`src/rtl/lav_pkg.sv`:
```
package lav_pkg;

  // magnitude length that block scaling brings the largest component to
  localparam int SCALE_BITS     = 30;
  localparam int FRAC_BITS_DEF  = 16;
  localparam int DATA_WIDTH_DEF = 32;

endpackage

```
`src/rtl/lav_scale.sv`:
```
module lav_scale import lav_pkg::*; #(
  parameter int IW = 33,
  parameter int SW = 8
) (
  input  logic                        clk,
  input  logic                        rst_n,
  input  logic                        en,
  input  logic                        in_v,
  input  logic signed [IW-1:0]        vec [3],
  input  logic [SW-1:0]               side_in,
  output logic                        out_v,
  output logic [SCALE_BITS-1:0]       mag_out [3],
  output logic signed [SCALE_BITS:0]  sval_out [3],
  output logic [2:0]                  neg_out,
  output logic                        nz_out,
  output logic [SW-1:0]               side_out
);

  localparam int BW = $clog2(IW + 1);
  localparam int EW = IW + SCALE_BITS;

  logic [IW-1:0] m [3];
  logic [IW-1:0] or_m;
  logic [BW-1:0] blen;

  logic [IW-1:0] m_r [3];
  logic [2:0]    neg_r;
  logic [BW-1:0] blen_r;
  logic [SW-1:0] side_r;
  logic          v_r;

  always_comb begin
    for (int i = 0; i < 3; i++) begin
      m[i] = vec[i][IW-1] ? IW'(~vec[i] + 1'b1) : IW'(vec[i]);
    end
    or_m = m[0] | m[1] | m[2];
    // bit length of the largest magnitude equals that of the OR
    blen = '0;
    for (int k = 0; k < IW; k++) begin
      if (or_m[k]) blen = BW'(k + 1);
    end
  end

  always_ff @(posedge clk) begin
    if (!rst_n) begin
      v_r   <= 1'b0;
      out_v <= 1'b0;
    end else if (en) begin
      v_r   <= in_v;
      out_v <= v_r;
    end
  end

  always_ff @(posedge clk) begin
    if (en) begin
      for (int i = 0; i < 3; i++) begin
        m_r[i]   <= m[i];
        neg_r[i] <= vec[i][IW-1];
      end
      blen_r <= blen;
      side_r <= side_in;
    end
  end

  logic [EW-1:0]         ext [3];
  logic [SCALE_BITS-1:0] sm  [3];

  always_comb begin
    for (int i = 0; i < 3; i++) begin
      ext[i] = {m_r[i], {SCALE_BITS{1'b0}}} >> blen_r;
      sm[i]  = ext[i][SCALE_BITS-1:0];
    end
  end

  always_ff @(posedge clk) begin
    if (en) begin
      for (int i = 0; i < 3; i++) begin
        mag_out[i]  <= sm[i];
        sval_out[i] <= neg_r[i] ? -$signed({1'b0, sm[i]}) : $signed({1'b0, sm[i]});
      end
      neg_out  <= neg_r;
      nz_out   <= (blen_r != '0);
      side_out <= side_r;
    end
  end

endmodule

```
`config.mk`:
```
export PLATFORM = sky130hd
export DESIGN_NAME = lav_scale
export DESIGN_NICKNAME = d
export VERILOG_FILES = /design/src/rtl/lav_pkg.sv /design/src/rtl/lav_scale.sv
export SDC_FILE = /design/constraint.sdc
export NUM_CORES = 1
export LEC_CHECK = 0
export ABC_AREA = 1
export CAP_MARGIN = 20
export CORE_MARGIN = 10
export CORE_UTILIZATION = 55
export DETAILED_ROUTE_END_ITERATION = 8
export DONT_BUFFER_PORTS = 1
export HOLD_SLACK_MARGIN = 0.02
export PLACE_DENSITY = 0.8
export SYNTH_ARGS = -nofsm -noshare
export SYNTH_HDL_FRONTEND = slang
export SYNTH_SLANG_ARGS = --single-unit
```
`constraint.sdc`:
```
create_clock -name clk -period 4.45 [get_ports clk]
set_clock_uncertainty 0.1 [all_clocks]
set_input_delay 0.445 -clock clk [delete_from_list [all_inputs] [get_ports clk]]
set_output_delay 0.445 -clock clk [all_outputs]
set_load 0.1 [all_outputs]
```
==> results.md <==
- The run finished with clean final reports.
- The layout has 3249 filler cells.
- The total of endpoints with negative setup slack in the final report is 0.
- The most area-hungry cell type in the Yosys netlist is sky130_fd_sc_hd__edfxtp_1.
- In the final design database the tool counted 2841 nets.
- The unique cell type count in the Yosys netlist is 60.
- The post-synthesis compound-gate area fraction is 0.128.
- The via count of the first global-routing pass is 17.6k.
- The count of mapped cells out of synthesis is 2671.
- The clock transition at the register clock pins on the worst setup and hold paths after CTS is 70 ps.
- Summed over all nets, the half-perimeter wirelength after detailed placement is 53600 um.
- The final worst slack is 251 ps.
- Clock tree synthesis selected as its root buffer the cell sky130_fd_sc_hd__clkbuf_16.
- The total DRC errors in the routed layout is 0.
- The post-synthesis net count is 2788.
- The maximum clock frequency is 0.238 GHz.
- The synthesis warning total is 0.
- The last weighted congestion value of the routability-driven placer is 1.00.
- The maximum number of pins on one net before global-route repair is 312.
- Summed over all cells, the static leakage comes to 10.4 nW.
- Using the TritonRoute via totals, the vias-per-cell ratio works out to 5.83.
- The worst setup slack before clock tree synthesis is 233 ps.
- The share of the Yosys chip area taken by registers is 0.439.
- The slowest stage cell on the critical path is sky130_fd_sc_hd__edfxtp_1.
- STA classifies the critical path endpoint as a register.
- The number of max-capacitance violations reported is 0.
- The portion of synthesized area spent on multiplexers is 0.0343.
- The signal on the critical path passes through buf_4, buf_12, buf_4, o21ai_0, nand2_1, o21ai_1, o21ai_0, o21ai_0, o221ai_1, inv_1, ha_1, nand4_2, nor4_4, nand3_2, nor3_4, nand4_1, nand2_1, xor2_1, inv_1.
- The count of buffers added on input and output ports is 0.
- STA puts the critical path data arrival time at 4420 ps.
- The dominant cell type by count on the critical path is sky130_fd_sc_hd__o21ai_0.
- The wire length of the first global-routing pass is 106000 um.
- For this configuration, the core starts out at a cell density of 0.559.
- The count of nets left with antenna violations once routing finished came out at 0.
- The number of vias after detailed routing is 19.0k.
- The H-tree level count is 1.
- The die footprint is 46700 um2.
- The post-synthesis share of cell area spent on full adders, half adders and majority gates is 0.00355.
- The transition at the pin with the smallest max-transition slack is 1130 ps.
- In this design, the stage delay of the slowest critical-path cell is 430 ps.
- The clock passes through at most 3 buffers.
- The clock network latency to the later pin of the worst-skew pair is 580 ps.
- The primary flip-flop cell chosen by synthesis mapping is sky130_fd_sc_hd__edfxtp_1.
- Of the total synthesized cell area, the portion taken by AND, OR, NAND and NOR gates is 0.239.
- In this run the count of I/O pins placed on the die edge is 307.
- For this run, asynchronously set or reset flops after synthesis account for 0.
- The multi-input combinational cells in the finished layout cover a total of 9890 um2.
- The count of buffer and inverter cells on the critical path is 5.
- The category of the worst setup path launch point is a register.
- The data required time of the worst path is 4670 ps.
- After global routing the overflow that remains totals 0.
- The initial antenna violation count is 0.
- The total count of hold-check failures in the final report is 0.
- The core region is 37800 um2.
- The peak supply drop is 258 uV.
- Setup repair after global routing left no endpoint under its margin.
- The total length of routed wires is 70900 um.
- Registers take 9290 um2.
- The share of final-layout standard cells stronger than drive strength 1 is 0.0844.
- Of all nets on the critical path, the largest fanout is 39.
- The top cell type's share of synthesized area is 0.437.
- The classification of the worst-slack hold path is input pin to register.
- The smallest clock period supported by the final layout is computed as 4200 ps.
- The kind of critical path is register to register.
- The final-report max-slew violation count is 0.
- Synthesis inferred 310 register bits.
- Dividing the detail-routed wire length by the instance count gives 21.8 um.
- The number of sinks handled by clock tree synthesis is 310.
- Yosys attributes the largest share of cell area to sky130_fd_sc_hd__edfxtp_1, sky130_fd_sc_hd__nand2_1, sky130_fd_sc_hd__inv_1.
- The area growth from synthesis to layout is 12.2%.
- From bottom edge to top edge, the die measures 216 um.
- A synthesized cell averages 7.92 um2.
- The iteration-0 DRC count of the detailed router is 2518.
- The site row count is 71.
- The largest family of logic cells by synthesized area is simple AND/OR/NAND/NOR gates.
- The count of flip-flops with a built-in enable after synthesis is 308.
- Of the available clock period, the critical path in the final layout requires 0.944.
- The post-synthesis share of cell area spent on xor and xnor gates is 0.0625.
- The cell family contributing the most delay on the critical path is compound AO/OA/AOI/OAI gates.
- The headroom to the max-slew limit is 0.245.
- The power density relative to cell area is 490 nW/um2.
- The total routing resource utilization after global routing is 0.284.
- TritonCTS built the clock tree.
- The die is 216 um wide.
- Setup total negative slack on the finished layout was measured at 0 ps.
- The total iterations of the first detailed-routing run is 6.
- The summed instance area of the synthesized netlist is 21200 um2.
- TritonCTS created 31 clock buffers.
- The repair_antennas step left the layout with diodes totalling 0.
[flip-flops by register name, summed over array words and instances (netlist names)]
signal and flops:
neg_out 3, side_out 8, mag_out 90, v_r 1
m_r 99, side_r 8, neg_r 3, out_v 1
blen_r 6, sval_out 90, nz_out 1
[timing repair]
| action | CTS | global route |
|---|---|---|
| hold buffers | 54 | 5 |
| endpoints found under the hold margin | 362 | 132 |
| gates resized for setup | 0 | 4 |
| buffers inserted | 0 | 2 |
| setup endpoints to repair | 0 | 6 |
[layout by cell type (no fill, tap or decap), types with 7 or more instances in the layout]
master	count
sky130_fd_sc_hd__nor3_2	15
sky130_fd_sc_hd__a221oi_1	7
sky130_fd_sc_hd__nor2_1	259
sky130_fd_sc_hd__o22ai_1	19
sky130_fd_sc_hd__o21a_1	10
sky130_fd_sc_hd__o21ai_0	202
sky130_fd_sc_hd__buf_12	7
sky130_fd_sc_hd__o31ai_1	12
sky130_fd_sc_hd__nor2_2	10
sky130_fd_sc_hd__nand4_1	18
sky130_fd_sc_hd__or2_2	19
sky130_fd_sc_hd__clkinv_1	13
sky130_fd_sc_hd__nor3_1	55
sky130_fd_sc_hd__dlygate4sd3_1	55
sky130_fd_sc_hd__o211ai_1	7
sky130_fd_sc_hd__inv_2	15
sky130_fd_sc_hd__o21ai_1	121
sky130_fd_sc_hd__o221ai_1	11
sky130_fd_sc_hd__inv_1	330
sky130_fd_sc_hd__buf_4	80
sky130_fd_sc_hd__bufinv_16	7
sky130_fd_sc_hd__a31oi_1	23
sky130_fd_sc_hd__mux2i_1	71
sky130_fd_sc_hd__xnor2_1	43
sky130_fd_sc_hd__xor2_1	108
sky130_fd_sc_hd__nand3_1	101
sky130_fd_sc_hd__nor4_1	11
sky130_fd_sc_hd__nand2_1	654
sky130_fd_sc_hd__edfxtp_1	308
sky130_fd_sc_hd__buf_16	7
sky130_fd_sc_hd__a21oi_1	39
sky130_fd_sc_hd__clkbuf_16	32
[synthesized netlist by cell type (16+ instances only)]
cell / instances
sky130_fd_sc_hd__edfxtp_1: 308
sky130_fd_sc_hd__clkbuf_1: 43
sky130_fd_sc_hd__xor2_1: 108
sky130_fd_sc_hd__a21oi_1: 39
sky130_fd_sc_hd__mux2i_1: 71
sky130_fd_sc_hd__nor3_1: 55
sky130_fd_sc_hd__xnor2_1: 43
sky130_fd_sc_hd__inv_1: 330
sky130_fd_sc_hd__or2_2: 19
sky130_fd_sc_hd__buf_2: 45
sky130_fd_sc_hd__o21ai_0: 202
sky130_fd_sc_hd__o22ai_1: 19
sky130_fd_sc_hd__buf_1: 19
sky130_fd_sc_hd__nand3_1: 101
sky130_fd_sc_hd__nor2_1: 261
sky130_fd_sc_hd__nand4_1: 18
sky130_fd_sc_hd__nand2_1: 654
sky130_fd_sc_hd__a31oi_1: 23
sky130_fd_sc_hd__o21ai_1: 122
sky130_fd_sc_hd__inv_2: 16
[where the power goes]
| group | leakage [nW] | internal, mW | switching, mW |
|---|---|---|---|
| clock network | 0.513 | 1.67 | 1.12 |
| logic | 6.78 | 0.934 | 1.97 |
| registers | 3.07 | 3.77 | 2.16 |
[layout make-up]
class	count	share of cell area
Tap cell	511	0.0270
Sequential cell	310	0.392
Timing Repair Buffer	150	0.0636
Clock inverter	23	0.0124
Inverter	351	0.0556
Clock buffer	34	0.0332
Multi-Input combinational cell	1880	0.417
[metal layers]
| metal | track usage | up-vias | wire length, um |
|---|---|---|---|
| li1 | - | 8955 | - |
| met4 | 0.0841 | 0 | 2030 |
| met2 | 0.457 | 1080 | 32600 |
| met1 | 0.390 | 8851 | 29600 |
| met3 | 0.0419 | 121 | 6720 |
| met5 | 0 | - | 0 |
[logic make-up after synthesis]
kind of cell | after synthesis
AND/OR/NAND/NOR | 1176
buffers and inverters | 481
AO/OA/AOI/OAI | 475
flip-flops | 310
XOR/XNOR | 151
multiplexers | 72
adder cells (fa/ha/maj) | 6
[through the flow]
stage / cell area (um2) / utilization / power [mW] / std cells / hold slack, ps
final: 23700 / 0.627 / 11.6 / 3259 / 43.6
after global routing: 23700 / 0.627 / 12.1 / 3259 / 40.3
after CTS: 23600 / 0.622 / 11.5 / 3251 / -105
after detailed placement: 21900 / 0.580 / 8.69 / 3140 / 305
after global placement: 21900 / 0.580 / 8.63 / 3140 / 300
after floorplan: 21200 / - / 7.77 / 2671 / 300
[worst paths after layout]
kind | cells after the start | slack (ps) | startpoint | end
max reg2reg | 19 | 250 | blen_r[0] | sval_out[28]
min reg2reg | 0 | 320 | side_r[4] | side_out[4]
max | 19 | 250 | blen_r[0] | sval_out[28]
min | 2 | 40 | vec[90] | m_r[0][24]
(Power assumes the default switching activity.)
